**src/rtl/spd_pkg.sv**
```systemverilog
// Shared types, constants and a helper function of the sensor packet deframer.
package spd_pkg;

   localparam int MAX_PAYLOAD_DEFAULT = 64;
   localparam int MAX_WORDS           = 8;
   localparam int QUEUE_DEPTH         = 4;
   // Wide enough for any byte position at the largest supported payload.
   localparam int POS_W               = 10;

   localparam logic [7:0]  START_BYTE       = 8'h3A;
   localparam logic [7:0]  TRAIL_CR         = 8'h0D;
   localparam logic [7:0]  TRAIL_LF         = 8'h0A;
   localparam logic [15:0] SENSOR_ID_RESET  = 16'd1;
   localparam logic [31:0] TIMEOUT_RESET    = 32'd100000;

   localparam logic CSR_SENSOR_ID    = 1'b0;
   localparam logic CSR_READ_TIMEOUT = 1'b1;

   typedef enum logic [2:0] {
      ST_OK        = 3'd0,
      ST_BAD_START = 3'd1,
      ST_WRONG_ID  = 3'd2,
      ST_BAD_CMD   = 3'd3,
      ST_TRAILER   = 3'd4,
      ST_CHECKSUM  = 3'd5,
      ST_TIMEOUT   = 3'd6,
      ST_TOO_LONG  = 3'd7
   } status_type;

   typedef enum logic [1:0] {
      OP_START = 2'd0,
      OP_DATA  = 2'd1,
      OP_ERROR = 2'd2
   } op_kind_type;

   typedef struct packed {
      logic       operation;
      logic [7:0] byte_0;
      logic [7:0] byte_1;
      logic [7:0] byte_2;
      logic [7:0] byte_3;
      logic [7:0] byte_4;
      logic [7:0] byte_5;
      logic [7:0] byte_6;
      logic [7:0] byte_7;
   } req_type;

   typedef struct packed {
      logic [2:0]  status;
      logic [15:0] command;
      logic [15:0] payload_length;
      logic [2:0]  word_index;
      logic [63:0] payload_word;
      logic        last;
   } rsp_type;

   // One classified request handed from the front to the back.
   typedef struct packed {
      op_kind_type     kind;
      logic            final_frame;
      logic [2:0]      status;
      logic [15:0]     command;
      logic [15:0]     length;
      logic [POS_W-1:0] pos;
      logic [3:0]      count;
      logic [7:0][7:0] bytes;
   } op_type;

   function automatic logic command_known(input logic [15:0] cmd);
      logic ok;
      unique case (cmd)
         16'd0, 16'd1, 16'd2, 16'd3, 16'd4, 16'd5, 16'd6, 16'd7,
         16'd9, 16'd10, 16'd11, 16'd20, 16'd21, 16'd25, 16'd26, 16'd31,
         16'd32, 16'd33, 16'd34, 16'd41, 16'd42, 16'd43, 16'd44, 16'd60,
         16'd61, 16'd66, 16'd67, 16'd68, 16'd75, 16'd84, 16'd85, 16'd86: ok = 1'b1;
         default: ok = 1'b0;
      endcase
      return ok;
   endfunction

endpackage

```
**src/rtl/spd_ram.sv**
```systemverilog
// Generic single-write, single-read RAM with registered read data.
module spd_ram #(
   parameter int WIDTH = 8,
   parameter int DEPTH = 16
) (
   input  logic                     clock,
   input  logic                     wr_en,
   input  logic [$clog2(DEPTH)-1:0] wr_addr,
   input  logic [WIDTH-1:0]         wr_data,
   input  logic [$clog2(DEPTH)-1:0] rd_addr,
   output logic [WIDTH-1:0]         rd_data
);

   logic [WIDTH-1:0] mem_ff [DEPTH];
   logic [WIDTH-1:0] rd_data_ff;

   always_ff @(posedge clock) begin
      if (wr_en) begin
         mem_ff[wr_addr] <= wr_data;
      end
      rd_data_ff <= mem_ff[rd_addr];
   end

   assign rd_data = rd_data_ff;

endmodule

```
**src/rtl/spd_queue.sv**
```systemverilog
// Short request queue between the classifying front and the executing back.
module spd_queue (
   input  logic            clock,
   input  logic            reset,
   input  logic            push,
   input  spd_pkg::op_type push_op,
   output logic            full,
   input  logic            pop,
   output spd_pkg::op_type head_op,
   output logic            empty
);

   localparam int DEPTH = spd_pkg::QUEUE_DEPTH;
   localparam int PTR_W = $clog2(DEPTH);

   spd_pkg::op_type  entry_ff [DEPTH];
   logic [PTR_W-1:0] wr_ptr_ff, wr_ptr_in;
   logic [PTR_W-1:0] rd_ptr_ff, rd_ptr_in;
   logic [PTR_W:0]   count_ff, count_in;
   logic             do_push, do_pop;

   assign full    = (count_ff == (PTR_W+1)'(DEPTH));
   assign empty   = (count_ff == '0);
   assign do_push = push && !full;
   assign do_pop  = pop && !empty;
   assign head_op = entry_ff[rd_ptr_ff];

   always_comb begin
      wr_ptr_in = do_push ? wr_ptr_ff + 1'b1 : wr_ptr_ff;
      rd_ptr_in = do_pop ? rd_ptr_ff + 1'b1 : rd_ptr_ff;
      count_in  = count_ff;
      if (do_push && !do_pop) begin
         count_in = count_ff + 1'b1;
      end else if (do_pop && !do_push) begin
         count_in = count_ff - 1'b1;
      end
   end

   always_ff @(posedge clock) begin
      if (reset) begin
         wr_ptr_ff <= '0;
         rd_ptr_ff <= '0;
         count_ff  <= '0;
      end else begin
         wr_ptr_ff <= wr_ptr_in;
         rd_ptr_ff <= rd_ptr_in;
         count_ff  <= count_in;
      end
   end

   always_ff @(posedge clock) begin
      if (do_push) begin
         entry_ff[wr_ptr_ff] <= push_op;
      end
   end

endmodule

```
**src/rtl/spd_front.sv**
```systemverilog
// Front end: accepts frames and ticks, checks headers, tracks frames and timeout.
module spd_front #(
   parameter int MAX_PAYLOAD = spd_pkg::MAX_PAYLOAD_DEFAULT
) (
   input  logic             clock,
   input  logic             reset,
   input  logic             accept,
   input  spd_pkg::req_type req,
   input  logic [15:0]      sensor_id,
   input  logic [31:0]      read_timeout,
   output logic             op_valid,
   output spd_pkg::op_type  op
);

   localparam int MAX_FRAMES = (MAX_PAYLOAD + 18) / 8 - 1;
   localparam int FRAME_W    = $clog2(MAX_FRAMES + 1);

   logic               collecting_ff, collecting_in;
   logic [FRAME_W-1:0] seen_ff, seen_in;
   logic [FRAME_W-1:0] left_ff, left_in;
   logic [31:0]        elapsed_ff, elapsed_in;
   logic [15:0]        cmd_ff, cmd_in;
   logic [15:0]        len_ff, len_in;

   logic [15:0]        hdr_id, hdr_cmd, hdr_len;
   logic [16:0]        len_span;
   logic [31:0]        elapsed_next;
   logic [FRAME_W-1:0] seen_next;
   logic               final_frame;
   logic [2:0]         tail_rem;

   assign hdr_id  = {req.byte_2, req.byte_1};
   assign hdr_cmd = {req.byte_4, req.byte_3};
   assign hdr_len = {req.byte_6, req.byte_5};

   always_comb begin
      collecting_in = collecting_ff;
      seen_in       = seen_ff;
      left_in       = left_ff;
      elapsed_in    = elapsed_ff;
      cmd_in        = cmd_ff;
      len_in        = len_ff;
      op_valid      = 1'b0;
      op            = '0;
      op.kind       = spd_pkg::OP_ERROR;
      op.command    = cmd_ff;
      op.length     = len_ff;
      op.bytes      = {req.byte_7, req.byte_6, req.byte_5, req.byte_4,
                       req.byte_3, req.byte_2, req.byte_1, req.byte_0};
      len_span      = {1'b0, hdr_len} + 17'd18;
      elapsed_next  = (elapsed_ff == '1) ? elapsed_ff : elapsed_ff + 32'd1;
      seen_next     = seen_ff + 1'b1;
      final_frame   = (seen_next >= left_ff);
      tail_rem      = len_ff[2:0] + 3'd3;

      if (accept) begin
         if (req.operation) begin
            if (collecting_ff) begin
               elapsed_in = elapsed_next;
               if (elapsed_next > read_timeout) begin
                  collecting_in = 1'b0;
                  op_valid      = 1'b1;
                  op.status     = spd_pkg::ST_TIMEOUT;
               end
            end
         end else if (!collecting_ff) begin
            op_valid   = 1'b1;
            op.command = '0;
            op.length  = '0;
            priority if (req.byte_0 != spd_pkg::START_BYTE) begin
               op.status = spd_pkg::ST_BAD_START;
            end else if (hdr_id != sensor_id) begin
               op.status = spd_pkg::ST_WRONG_ID;
            end else if (!spd_pkg::command_known(hdr_cmd)) begin
               op.status  = spd_pkg::ST_BAD_CMD;
               op.command = hdr_cmd;
            end else if (hdr_len > 16'(MAX_PAYLOAD)) begin
               op.status  = spd_pkg::ST_TOO_LONG;
               op.command = hdr_cmd;
               op.length  = hdr_len;
            end else begin
               op.kind       = spd_pkg::OP_START;
               op.command    = hdr_cmd;
               op.length     = hdr_len;
               op.pos        = '0;
               op.count      = 4'd1;
               op.bytes      = {56'd0, req.byte_7};
               collecting_in = 1'b1;
               seen_in       = '0;
               left_in       = FRAME_W'(len_span >> 3) - 1'b1;
               elapsed_in    = '0;
               cmd_in        = hdr_cmd;
               len_in        = hdr_len;
            end
         end else begin
            op_valid       = 1'b1;
            op.kind        = spd_pkg::OP_DATA;
            op.final_frame = final_frame;
            op.pos         = spd_pkg::POS_W'({seen_ff, 3'b001});
            op.count       = 4'd8;
            if (final_frame && tail_rem != 3'd0) begin
               op.count = {1'b0, tail_rem};
            end
            seen_in = seen_next;
            if (final_frame) begin
               collecting_in = 1'b0;
            end
         end
      end
   end

   always_ff @(posedge clock) begin
      if (reset) begin
         collecting_ff <= 1'b0;
         seen_ff       <= '0;
         left_ff       <= '0;
         elapsed_ff    <= '0;
         cmd_ff        <= '0;
         len_ff        <= '0;
      end else begin
         collecting_ff <= collecting_in;
         seen_ff       <= seen_in;
         left_ff       <= left_in;
         elapsed_ff    <= elapsed_in;
         cmd_ff        <= cmd_in;
         len_ff        <= len_in;
      end
   end

endmodule

```
**src/rtl/spd_back.sv**
```systemverilog
// Back end: stores packet bytes in eight byte lanes, checks the packet, emits results.
module spd_back #(
   parameter int MAX_PAYLOAD = spd_pkg::MAX_PAYLOAD_DEFAULT
) (
   input  logic             clock,
   input  logic             reset,
   input  logic [15:0]      sensor_id,
   input  spd_pkg::op_type  head_op,
   input  logic             q_empty,
   output logic             q_pop,
   output logic             rsp_empty,
   input  logic             rsp_pop,
   output spd_pkg::rsp_type rsp_data
);

   localparam int ROWS  = (MAX_PAYLOAD + 3) / 8 + 1;
   localparam int ROW_W = $clog2(ROWS);
   localparam int POS_W = spd_pkg::POS_W;

   typedef enum logic [2:0] {
      B_IDLE  = 3'b001,
      B_CHECK = 3'b010,
      B_EMIT  = 3'b100
   } back_state_type;

   back_state_type   state_ff, state_in;
   logic [15:0]      cmd_ff, cmd_in;
   logic [15:0]      len_ff, len_in;
   logic [15:0]      sum_ff, sum_in;
   logic [7:0]       chk_lo_ff, chk_lo_in;
   logic [7:0]       chk_hi_ff, chk_hi_in;
   logic [7:0]       cr_ff, cr_in;
   logic [7:0]       lf_ff, lf_in;
   logic [2:0]       word_ff, word_in;
   logic             rsp_valid_ff, rsp_valid_in;
   spd_pkg::rsp_type rsp_ff, rsp_in;

   logic             lane_we [8];
   logic [ROW_W-1:0] lane_row [8];
   logic [7:0]       lane_wd [8];
   logic [7:0]       lane_rd [8];

   logic             do_write;
   logic             out_free;
   logic [10:0]      frame_sum;
   logic [15:0]      sum_base;
   logic [2:0]       slot;
   logic [POS_W-1:0] pos;
   logic [15:0]      len_m1;
   logic [2:0]       words_m1;
   logic [63:0]      word_data;
   logic [5:0]       byte_pos;

   assign out_free  = !rsp_valid_ff || rsp_pop;
   assign do_write  = (state_ff == B_IDLE) && !q_empty
                      && (head_op.kind == spd_pkg::OP_START || head_op.kind == spd_pkg::OP_DATA);
   assign rsp_empty = !rsp_valid_ff;
   assign rsp_data  = rsp_ff;

   // Lane writes, running checksum and capture of the check and trailer bytes.
   always_comb begin
      frame_sum = '0;
      chk_lo_in = chk_lo_ff;
      chk_hi_in = chk_hi_ff;
      cr_in     = cr_ff;
      lf_in     = lf_ff;
      slot      = '0;
      pos       = '0;
      for (int lane = 0; lane < 8; lane++) begin
         slot           = 3'(lane) - head_op.pos[2:0];
         pos            = head_op.pos + POS_W'(slot);
         lane_we[lane]  = do_write && ({1'b0, slot} < head_op.count);
         lane_row[lane] = ROW_W'(pos >> 3);
         lane_wd[lane]  = head_op.bytes[slot];
         if (lane_we[lane]) begin
            if (16'(pos) < head_op.length) begin
               frame_sum = frame_sum + 11'(head_op.bytes[slot]);
            end
            if (16'(pos) == head_op.length) begin
               chk_lo_in = head_op.bytes[slot];
            end
            if (16'(pos) == head_op.length + 16'd1) begin
               chk_hi_in = head_op.bytes[slot];
            end
            if (16'(pos) == head_op.length + 16'd2) begin
               cr_in = head_op.bytes[slot];
            end
            if (16'(pos) == head_op.length + 16'd3) begin
               lf_in = head_op.bytes[slot];
            end
         end
      end
   end

   always_comb begin
      sum_base = sum_ff;
      if (head_op.kind == spd_pkg::OP_START) begin
         sum_base = sensor_id + head_op.command + head_op.length;
      end
   end

   always_comb begin
      len_m1   = len_ff - 16'd1;
      words_m1 = '0;
      if (len_ff != '0) begin
         words_m1 = (len_m1[15:3] > 13'd7) ? 3'd7 : len_m1[5:3];
      end
      byte_pos  = '0;
      word_data = '0;
      for (int b = 0; b < 8; b++) begin
         byte_pos = {word_ff, 3'(b)};
         if (16'(byte_pos) < len_ff) begin
            word_data[8*b +: 8] = lane_rd[b];
         end
      end
   end

   always_comb begin
      state_in     = state_ff;
      cmd_in       = cmd_ff;
      len_in       = len_ff;
      sum_in       = sum_ff;
      word_in      = '0;
      q_pop        = 1'b0;
      rsp_valid_in = rsp_valid_ff && !rsp_pop;
      rsp_in       = rsp_ff;

      unique case (state_ff)
         B_IDLE: begin
            if (!q_empty) begin
               unique case (head_op.kind)
                  spd_pkg::OP_START: begin
                     q_pop  = 1'b1;
                     cmd_in = head_op.command;
                     len_in = head_op.length;
                     sum_in = sum_base + 16'(frame_sum);
                  end
                  spd_pkg::OP_DATA: begin
                     q_pop  = 1'b1;
                     sum_in = sum_base + 16'(frame_sum);
                     if (head_op.final_frame) begin
                        state_in = B_CHECK;
                     end
                  end
                  spd_pkg::OP_ERROR: begin
                     if (out_free) begin
                        q_pop                 = 1'b1;
                        rsp_valid_in          = 1'b1;
                        rsp_in.status         = head_op.status;
                        rsp_in.command        = head_op.command;
                        rsp_in.payload_length = head_op.length;
                        rsp_in.word_index     = '0;
                        rsp_in.payload_word   = '0;
                        rsp_in.last           = 1'b1;
                     end
                  end
                  default: begin
                     q_pop = 1'b1;
                  end
               endcase
            end
         end
         B_CHECK: begin
            if (cr_ff == spd_pkg::TRAIL_CR && lf_ff == spd_pkg::TRAIL_LF
                && sum_ff == {chk_hi_ff, chk_lo_ff}) begin
               state_in = B_EMIT;
            end else if (out_free) begin
               rsp_valid_in          = 1'b1;
               rsp_in.status         = spd_pkg::ST_TRAILER;
               if (cr_ff == spd_pkg::TRAIL_CR && lf_ff == spd_pkg::TRAIL_LF) begin
                  rsp_in.status = spd_pkg::ST_CHECKSUM;
               end
               rsp_in.command        = cmd_ff;
               rsp_in.payload_length = len_ff;
               rsp_in.word_index     = '0;
               rsp_in.payload_word   = '0;
               rsp_in.last           = 1'b1;
               state_in              = B_IDLE;
            end
         end
         B_EMIT: begin
            word_in = word_ff;
            if (out_free) begin
               rsp_valid_in          = 1'b1;
               rsp_in.status         = spd_pkg::ST_OK;
               rsp_in.command        = cmd_ff;
               rsp_in.payload_length = len_ff;
               rsp_in.word_index     = word_ff;
               rsp_in.payload_word   = word_data;
               rsp_in.last           = (word_ff == words_m1);
               if (word_ff == words_m1) begin
                  state_in = B_IDLE;
               end else begin
                  word_in = word_ff + 3'd1;
               end
            end
         end
         default: begin
            state_in = B_IDLE;
         end
      endcase
   end

   for (genvar lane = 0; lane < 8; lane++) begin : g_lane
      spd_ram #(
         .WIDTH(8),
         .DEPTH(ROWS)
      ) u_lane_ram (
         .clock  (clock),
         .wr_en  (lane_we[lane]),
         .wr_addr(lane_row[lane]),
         .wr_data(lane_wd[lane]),
         .rd_addr(ROW_W'(word_in)),
         .rd_data(lane_rd[lane])
      );
   end

   always_ff @(posedge clock) begin
      if (reset) begin
         state_ff     <= B_IDLE;
         word_ff      <= '0;
         rsp_valid_ff <= 1'b0;
      end else begin
         state_ff     <= state_in;
         word_ff      <= word_in;
         rsp_valid_ff <= rsp_valid_in;
      end
   end

   always_ff @(posedge clock) begin
      cmd_ff    <= cmd_in;
      len_ff    <= len_in;
      sum_ff    <= sum_in;
      chk_lo_ff <= chk_lo_in;
      chk_hi_ff <= chk_hi_in;
      cr_ff     <= cr_in;
      lf_ff     <= lf_in;
      rsp_ff    <= rsp_in;
   end

endmodule

```
**src/rtl/sensor_packet_deframer_core.sv**
```systemverilog
// Top level of the sensor packet deframer: registers, front end, queue and back end.
//
// Requests enter on req_data with push/full: a link frame (operation 0) or one
// time tick (operation 1). A header frame is checked for start byte, sensor id,
// command and length; later frames are stored until the last frame of the
// packet, whose check and trailer bytes are then verified.
// Results leave on rsp_data with empty/pop: one result per 8-byte payload word
// (up to eight) or a single error result, the final one marked by last.
// The front end takes one request per cycle while its four-entry queue has
// room. The back end stores frames in state B_IDLE, checks a finished packet
// in B_CHECK and emits its result words in B_EMIT; it takes no new frame until
// the last result of the packet is out. A header error passes through the queue
// and the result register to the result side; the first word of a good packet
// passes through the queue, B_CHECK, B_EMIT and the result register.
// While the result is not popped the back end holds it, the queue fills and
// full rises; nothing is dropped.
// Configuration writes use csr_we, csr_index and csr_wdata and take effect at
// the next edge. Reset sets the sensor id to 1, the timeout to 100000 ticks,
// empties the queue and the result register, and leaves the block idle.
module sensor_packet_deframer_core #(
   parameter int MAX_PAYLOAD = spd_pkg::MAX_PAYLOAD_DEFAULT
) (
   input  logic             clock,
   input  logic             reset,
   input  logic             push,
   output logic             full,
   input  spd_pkg::req_type req_data,
   output logic             empty,
   input  logic             pop,
   output spd_pkg::rsp_type rsp_data,
   input  logic             csr_we,
   input  logic             csr_index,
   input  logic [31:0]      csr_wdata
);

   logic [15:0]     sensor_id_ff, sensor_id_in;
   logic [31:0]     timeout_ff, timeout_in;
   logic            req_accept;
   logic            op_valid;
   spd_pkg::op_type front_op;
   spd_pkg::op_type head_op;
   logic            q_empty;
   logic            q_pop;

   assign req_accept = push && !full;

   always_comb begin
      sensor_id_in = sensor_id_ff;
      timeout_in   = timeout_ff;
      if (csr_we) begin
         unique case (csr_index)
            spd_pkg::CSR_SENSOR_ID:    sensor_id_in = csr_wdata[15:0];
            spd_pkg::CSR_READ_TIMEOUT: timeout_in   = csr_wdata;
            default:                   sensor_id_in = sensor_id_ff;
         endcase
      end
   end

   always_ff @(posedge clock) begin
      if (reset) begin
         sensor_id_ff <= spd_pkg::SENSOR_ID_RESET;
         timeout_ff   <= spd_pkg::TIMEOUT_RESET;
      end else begin
         sensor_id_ff <= sensor_id_in;
         timeout_ff   <= timeout_in;
      end
   end

   spd_front #(
      .MAX_PAYLOAD(MAX_PAYLOAD)
   ) u_front (
      .clock       (clock),
      .reset       (reset),
      .accept      (req_accept),
      .req         (req_data),
      .sensor_id   (sensor_id_ff),
      .read_timeout(timeout_ff),
      .op_valid    (op_valid),
      .op          (front_op)
   );

   spd_queue u_queue (
      .clock  (clock),
      .reset  (reset),
      .push   (op_valid),
      .push_op(front_op),
      .full   (full),
      .pop    (q_pop),
      .head_op(head_op),
      .empty  (q_empty)
   );

   spd_back #(
      .MAX_PAYLOAD(MAX_PAYLOAD)
   ) u_back (
      .clock    (clock),
      .reset    (reset),
      .sensor_id(sensor_id_ff),
      .head_op  (head_op),
      .q_empty  (q_empty),
      .q_pop    (q_pop),
      .rsp_empty(empty),
      .rsp_pop  (pop),
      .rsp_data (rsp_data)
   );

endmodule
```
**config.mk**
```make
export PLATFORM = sky130hd
export DESIGN_NAME = sensor_packet_deframer_core
export DESIGN_NICKNAME = d
export VERILOG_FILES = /design/src/rtl/spd_pkg.sv /design/src/rtl/spd_ram.sv /design/src/rtl/spd_queue.sv /design/src/rtl/spd_front.sv /design/src/rtl/spd_back.sv /design/src/rtl/sensor_packet_deframer_core.sv
export SDC_FILE = /design/constraint.sdc
export NUM_CORES = 2
export LEC_CHECK = 0
export BUFFER_PORTS_ARGS = -buffer_cell sky130_fd_sc_hd__buf_2
export CORE_ASPECT_RATIO = 0.8
export CORE_MARGIN = 2
export CORE_UTILIZATION = 45
export CTS_BUF_LIST = sky130_fd_sc_hd__clkbuf_4 sky130_fd_sc_hd__clkbuf_8
export DETAILED_ROUTE_END_ITERATION = 12
export GPL_TIMING_DRIVEN = 0
export PLACE_DENSITY = 0.66
export SETUP_SLACK_MARGIN = 0.1
export SLEW_MARGIN = 0
export SYNTH_ARGS = -nofsm -noshare
export SYNTH_HDL_FRONTEND = slang
export SYNTH_SLANG_ARGS = --single-unit
export TNS_END_PERCENT = 1
```
**constraint.sdc**
```tcl
create_clock -name clock -period 13.97 [get_ports clock]
set_input_delay 2.794 -clock clock [delete_from_list [all_inputs] [get_ports clock]]
set_output_delay 2.794 -clock clock [all_outputs]
set_load 0.02 [all_outputs]
```
Word-level counts from Yosys, hierarchy flattened --
Memory sizes are Yosys's and may differ from the RTL's. A register that Yosys moved wholly into a read port is not among the register bits. Cells that the tools add are included.
Word-level totals: flip-flop bits (word level) 318, memory bits (writable) 1040, memory bits (read-only) 128, input bits 103, word-level logic and storage cells 448, memories 10
Memories:
- u_queue.entry_ff | depth 4, width 116, rd ports 1, clocked after Yosys merged registers in 1, wr ports 1, line spd_queue.sv:16 | spd_pkg::op_type entry_ff [DEPTH];
- (no name shown) | depth 128, width 1, rd ports 1, clocked after Yosys merged registers in 0, wr ports 0, line spd_pkg.sv:71 | unique case (cmd)
- u_back.g_lane[0].u_lane_ram.mem_ff | depth 9, width 8, rd ports 1, clocked after Yosys merged registers in 1, wr ports 1, line spd_ram.sv:14 | logic [WIDTH-1:0] mem_ff [DEPTH];
- u_back.g_lane[1].u_lane_ram.mem_ff | depth 9, width 8, rd ports 1, clocked after Yosys merged registers in 1, wr ports 1, line spd_ram.sv:14
- u_back.g_lane[2].u_lane_ram.mem_ff | depth 9, width 8, rd ports 1, clocked after Yosys merged registers in 1, wr ports 1, line spd_ram.sv:14
- u_back.g_lane[3].u_lane_ram.mem_ff | depth 9, width 8, rd ports 1, clocked after Yosys merged registers in 1, wr ports 1, line spd_ram.sv:14
- 4 more memories
Operators by class: add/subtract/negate cells 40, $lt $le $gt $ge 36, eq/ne operators 63, muxes and demuxes 219, bitwise gates (word level) 7, reductions and logical operators 46
Operators with widths (count):
- $mux 8 | 82
- $mux 103 | 6
- $eq 10x16->1 | 32
- $mux 32 | 14
- $mux 110 | 3
- $pmux 103 s3 | 1
- $bmux 8 s3 | 8
- $mux 11 | 14
- $lt 10x16->1 | 8
- $lt 6x16->1 | 8
- $mux 116 | 1
- $mux 94 | 1
- $add 10x3->10 | 8
- $add 11x8->11 | 6
- $mux 65 | 1
- $mux 64 | 1
- $mux 3 | 21
- $mux 1 | 47
- $mux 35 | 1
- $add 16x16->16 | 2
- $add 16x2->16 const B | 2
- $add 32x1->32 const B | 1
- $eq 32x32->1 const B | 1
- $gt 32x32->1 | 1
- 54 further kinds | 141

Logic depth before layout (Yosys ltp) --
word-level depth 28, depth in mapped cells 65, gate-level depth less buffers 57

Modules after synthesis --
From an unflattened synthesis, not the netlist that was laid out.
Unflattened totals: cells, all modules 5867, area, all modules 74383.8 µm²
By module, submodules not included:
- spd_ram | instances 8, cells each 171, area an instance 3064.2 µm², sequential area each 2322.2 µm²
- spd_back | instances 1, cells each 2856, area an instance 24442.2 µm², sequential area each 5315.1 µm²
- spd_queue | instances 1, cells each 654, area an instance 17162.7 µm², sequential area each 14113.5 µm²
- spd_front | instances 1, cells each 787, area an instance 6170.9 µm², sequential area each 1461.4 µm²
- sensor_packet_deframer_core | instances 1, cells each 202, area an instance 2094.5 µm², sequential area each 960.9 µm²

Worst setup path before layout --
Ideal clock, no wire load.
path type register -> register, start point reg (tool-made name), end point reg u_back.sum_ff[15], data pin, library setup time 0.262 ns, arrival 12.793 ns, setup slack 0.915 ns, stages on the path, launching flop included 62, path buffers 8, cells stage by stage dfxtp_1 buf_2 buf_2 buf_2 mux4_2 buf_2 buf_1 clkbuf_1 clkbuf_1 buf_1 ha_1 nand4_1 xor2_1 inv_1 ha_1 and4_1 a221oi_1 o21ai_4 [... 26 more ...] o21ba_1 ha_1 xnor2_1 mux2_2 ha_1 nor2b_1 o21a_1 o21a_1 xnor2_1 xnor2_1 ha_1 nand2_1 o21ai_0 nor4_1 nor3_1 nand3_1 nor3b_1 xnor2_1
RTL lines:
- end signal: assignment | line spd_back.sv:233 | sum_ff <= sum_in;
- end: declaration | line spd_back.sv:29 | logic [15:0] sum_ff, sum_in;

==> results.ini <==
[timing]
setup_viol = 0
tightest_slew_ns = 1.397
fin_crit_sh_pct = 96.01
period_needed_ns = 13.41
fin_ws_ns = 0.5569
fin_skew_ns = 0.04766
maxSlewHeadroom_pct = 6.125
max_clock_freq_ghz = 0.07455
rsz0062_at_grt = yes
slew_viol_final = 0
hold_violations = 0

[setup_path]
critical_path_depth = 61
crit_required_ns = 14.66
cpPeakStageDelay_ns = 0.58
arrival_ns = 14.10
crit_type = register to register
cpMostUsedCell = ha_1
crit_family = adder cells
worstPathMaxFanout = 19
reg2reg_depth = 61
path_buf_inv = 10
crit_slowest_cell = mux4_2
cp-start-kind = register
end_kind = register

[clock_tree]
cts_hold_buf = 0
cts_tree = done
cts_buffer_depth = 3
clock-root-buffer = clkbuf_8
clk_latency_ns = 0.97
clk_pin_slew_ns = 0.06
cts_sinks = 1336
cts_buffers = 203
htree_levels = 4

[yosys]
synth_cell_types = 91
synth-async-reset-ratio_pct = 0
mappedNetlistArea_um2 = 62760
synth.avg_cell_area_um2 = 13.42
synth_nets = 4962
synth-seq-cells = 1336
netlist_instances = 4676
synth_ff_type = edfxtp_1
synth-edff-count = 1103
ys_warn_count = 0
yosysSeqAreaShare_pct = 60.21

[global_route]
grt_max_degree = 29
grt_overflow = 0
grt_util_all_layers_pct = 25.38
grt_pass1_wl_mm = 264.5
antenna_found_initial = 4
grt_pass1_vias = 39626

[route]
detail_route.vias_per_cell = 5.707
wire_per_inst_um = 25.50
antenna_left = 0
dr.first_iter.drc_count = 4053
first_pass_iters = 6
num_vias = 40898
wl_mm = 182.7
drcViolationCount = 0

[final_layout]
fill_cells = 11767
area_delta_synth_final_pct = 13.72
drive_gt1_share_pct = 20.06
nets = 5409
final_core_util_pct = 51.55

[pwr]
power_uw = 12340
power_density_nw_per_um2 = 172.9
ir_worst_vdd_mv = 0.1463
leakage_uw = 0.02441

[hold_path]
holdPathStages = 2
hp-class = register to register
hold_start = timeout_ff[19]$_SDFFE_PP0P_

[die]
core_um2 = 138500
die_h_um = 338.0
ios = 208
rows = 122
start_util_pct = 45.33
die-area_um2 = 142500
fp.dieW_um = 421.5

[placed_design]
portBuffers = 201
dp_slack_ns = -3.042
hpwl_mm = 135.3
routabilityCongestion = 0.9795

[job]
max-cap-violations = 0

[outcome]
status = finished, final reports clean

registers in the layout, summed over array words and instances (netlist names), 3 cells and up, named ones only:
name                              flops
timeout_ff                           32
u_back.chk_hi_ff                      8
u_front.elapsed_ff                   32
u_back.cr_ff                          8
u_back.cmd_ff                        16
u_back.g_lane.u_lane_ram.rd_data     64
u_queue.count_ff                      3
u_back.len_ff                        16
sensor_id_ff                         16
u_back.lf_ff                          8
u_front.cmd_ff                       16
u_back.sum_ff                        16
u_back.state_ff                       3
u_back.rsp_data                     103
u_back.g_lane.u_lane_ram.mem_ff     512
u_front.len_ff                       16
u_back.chk_lo_ff                      8
u_back.word_ff                        3
u_front.seen_ff                       4
u_queue.entry_ff                    440
u_front.left_ff                       4
metal layers:
metal	GRT usage [%]	vias to the layer above	share of wire [%]
met2	40.19	1681	46
met5	0	-	0.0071
li1	-	18420	-
met4	9.174	2	3.3
met1	35.24	20419	44
met3	4.518	376	7.2
cell type report:
type,count,area (µm²),share of cell area [%]
buffer,235,1100,1.541
timing repair buffer,243,1634,2.290
tap,1860,2327,3.261
clock inverter,77,635.6,0.8906
clock buffer,309,3684,5.161
antenna,2,5.005,0.007012
inverter,136,514.2,0.7205
sequential,1336,37790,52.95
multi-input combinational,2968,23680,33.18
through the flow:
stage / setup TNS (ns) / area, µm² / instances / hold WS [ns]
floorplan: 0 / 62760 / 4676 / 0.4296
global placement: -486.27 / 66090 / 6737 / 0.4416
detailed placement: -27.45 / 66710 / 6769 / 0.4435
CTS: 0 / 71180 / 7156 / 0.4559
global route: 0 / 71370 / 7165 / 0.4743
finish: 0 / 71370 / 7166 / 0.4535
path summary, 6_finish.rpt:
check / end / slack [ns]
worst max-delay path: u_back.sum_ff[15]$_DFFE_PP_ / 0.56
worst min-delay path: timeout_ff[19]$_SDFFE_PP0P_ / 0.45
worst max register to register: u_back.sum_ff[15]$_DFFE_PP_ / 0.56
worst min register to register: timeout_ff[19]$_SDFFE_PP0P_ / 0.45
power breakdown:
group | total, µW | switching [µW] | internal [µW] | leakage, µW
clock network | 3410 | 1580 | 1830 | 0.00229
registers | 4930 | 81.5 | 4850 | 0.0120
logic | 3990 | 2670 | 1320 | 0.0101
cell families (layout without fill, tap and decap cells):
| group | after synthesis | count (layout) | synth area share, % |
|---|---|---|---|
| adders and majority gates | 184 | 184 | 3.964 |
| muxes | 766 | 766 | 14.95 |
| and+or+nand+nor | 1189 | 1189 | 9.235 |
| buffers and inverters | 372 | 1000 | 2.462 |
| DFF | 1336 | 1336 | 60.21 |
| other | 0 | 2 | 0 |
| AOI/OAI and AO/OA | 630 | 630 | 6.388 |
| xor gates and xnor gates | 199 | 199 | 2.789 |
tightest hold or removal path: stages (launching register included):
cell,delay (ns)
dfxtp_1,0.31
nand2_1,0.05
a21oi_1,0.05
cell usage after synthesis, types with 12 or more instances:
| master | instances | area share (%) |
|---|---|---|
| o31ai_1 | 13 | 0.16 |
| or4_1 | 15 | 0.18 |
| nor4_1 | 19 | 0.19 |
| a21boi_0 | 13 | 0.16 |
| a21oi_1 | 196 | 1.6 |
| o21bai_1 | 15 | 0.18 |
| dfxtp_1 | 233 | 7.4 |
| mux4_2 | 105 | 3.8 |
| nand2_1 | 390 | 2.3 |
| buf_2 | 61 | 0.49 |
| ha_1 | 158 | 3.2 |
| xor2_1 | 54 | 0.75 |
| a22oi_1 | 14 | 0.17 |
| nand2b_1 | 31 | 0.31 |
| mux2i_1 | 442 | 7.0 |
| mux2_2 | 200 | 3.6 |
| inv_1 | 132 | 0.79 |
| nor2_1 | 283 | 1.7 |
| edfxtp_1 | 1103 | 53 |
| nand3_1 | 69 | 0.55 |
| o21ai_0 | 132 | 1.1 |
| buf_1 | 18 | 0.11 |
| nor3_1 | 60 | 0.48 |
| nor2b_1 | 36 | 0.36 |
| and2_1 | 130 | 1.3 |
| fa_1 | 25 | 0.80 |
| and3_1 | 19 | 0.19 |
| or3_1 | 18 | 0.18 |
| o211ai_1 | 22 | 0.26 |
| o21ai_1 | 17 | 0.14 |
| a21o_1 | 51 | 0.61 |
| o2111ai_1 | 12 | 0.17 |
| o21a_1 | 31 | 0.37 |
| a211oi_1 | 26 | 0.31 |
| a221oi_1 | 12 | 0.17 |
| or2_2 | 14 | 0.14 |
| nand4_1 | 44 | 0.44 |
| nand3b_1 | 15 | 0.18 |
| clkbuf_1 | 147 | 0.88 |
| xnor2_1 | 144 | 2.0 |
placed cells by master (no fill, tap or decap), types with 20 or more instances in the layout:
| cell | n |
|---|---|
| edfxtp_1 | 1103 |
| mux2i_1 | 440 |
| nand2_1 | 390 |
| nor2_1 | 282 |
| buf_2 | 258 |
| dfxtp_1 | 231 |
| clkbuf_8 | 218 |
| mux2_2 | 200 |
| a21oi_1 | 190 |
| ha_1 | 156 |
| clkbuf_1 | 144 |
| xnor2_1 | 139 |
| and2_1 | 130 |
| inv_1 | 129 |
| o21ai_0 | 126 |
| mux4_2 | 105 |
| clkbuf_4 | 93 |
| nand3_1 | 68 |
| nor3_1 | 58 |
| xor2_1 | 53 |
| a21o_1 | 51 |
| nand4_1 | 44 |
| clkinv_1 | 40 |
| o21a_1 | 31 |
| nor2b_1 | 30 |
| nand2b_1 | 30 |
| a211oi_1 | 26 |
| fa_1 | 25 |
| o21ai_1 | 22 |
| o211ai_1 | 22 |
| buf_6 | 20 |
what timing repair did:
| action | 4_1_cts | 5_1_grt |
|---|---|---|
| setup buffers | 1 | 9 |
| gates resized for setup | 40 | 38 |
| endpoints found under the setup margin | 15 | 8 |
| pin swaps | 0 | 8 |
| hold endpoints to repair | 0 | 0 |
(Power assumes the default switching activity.)
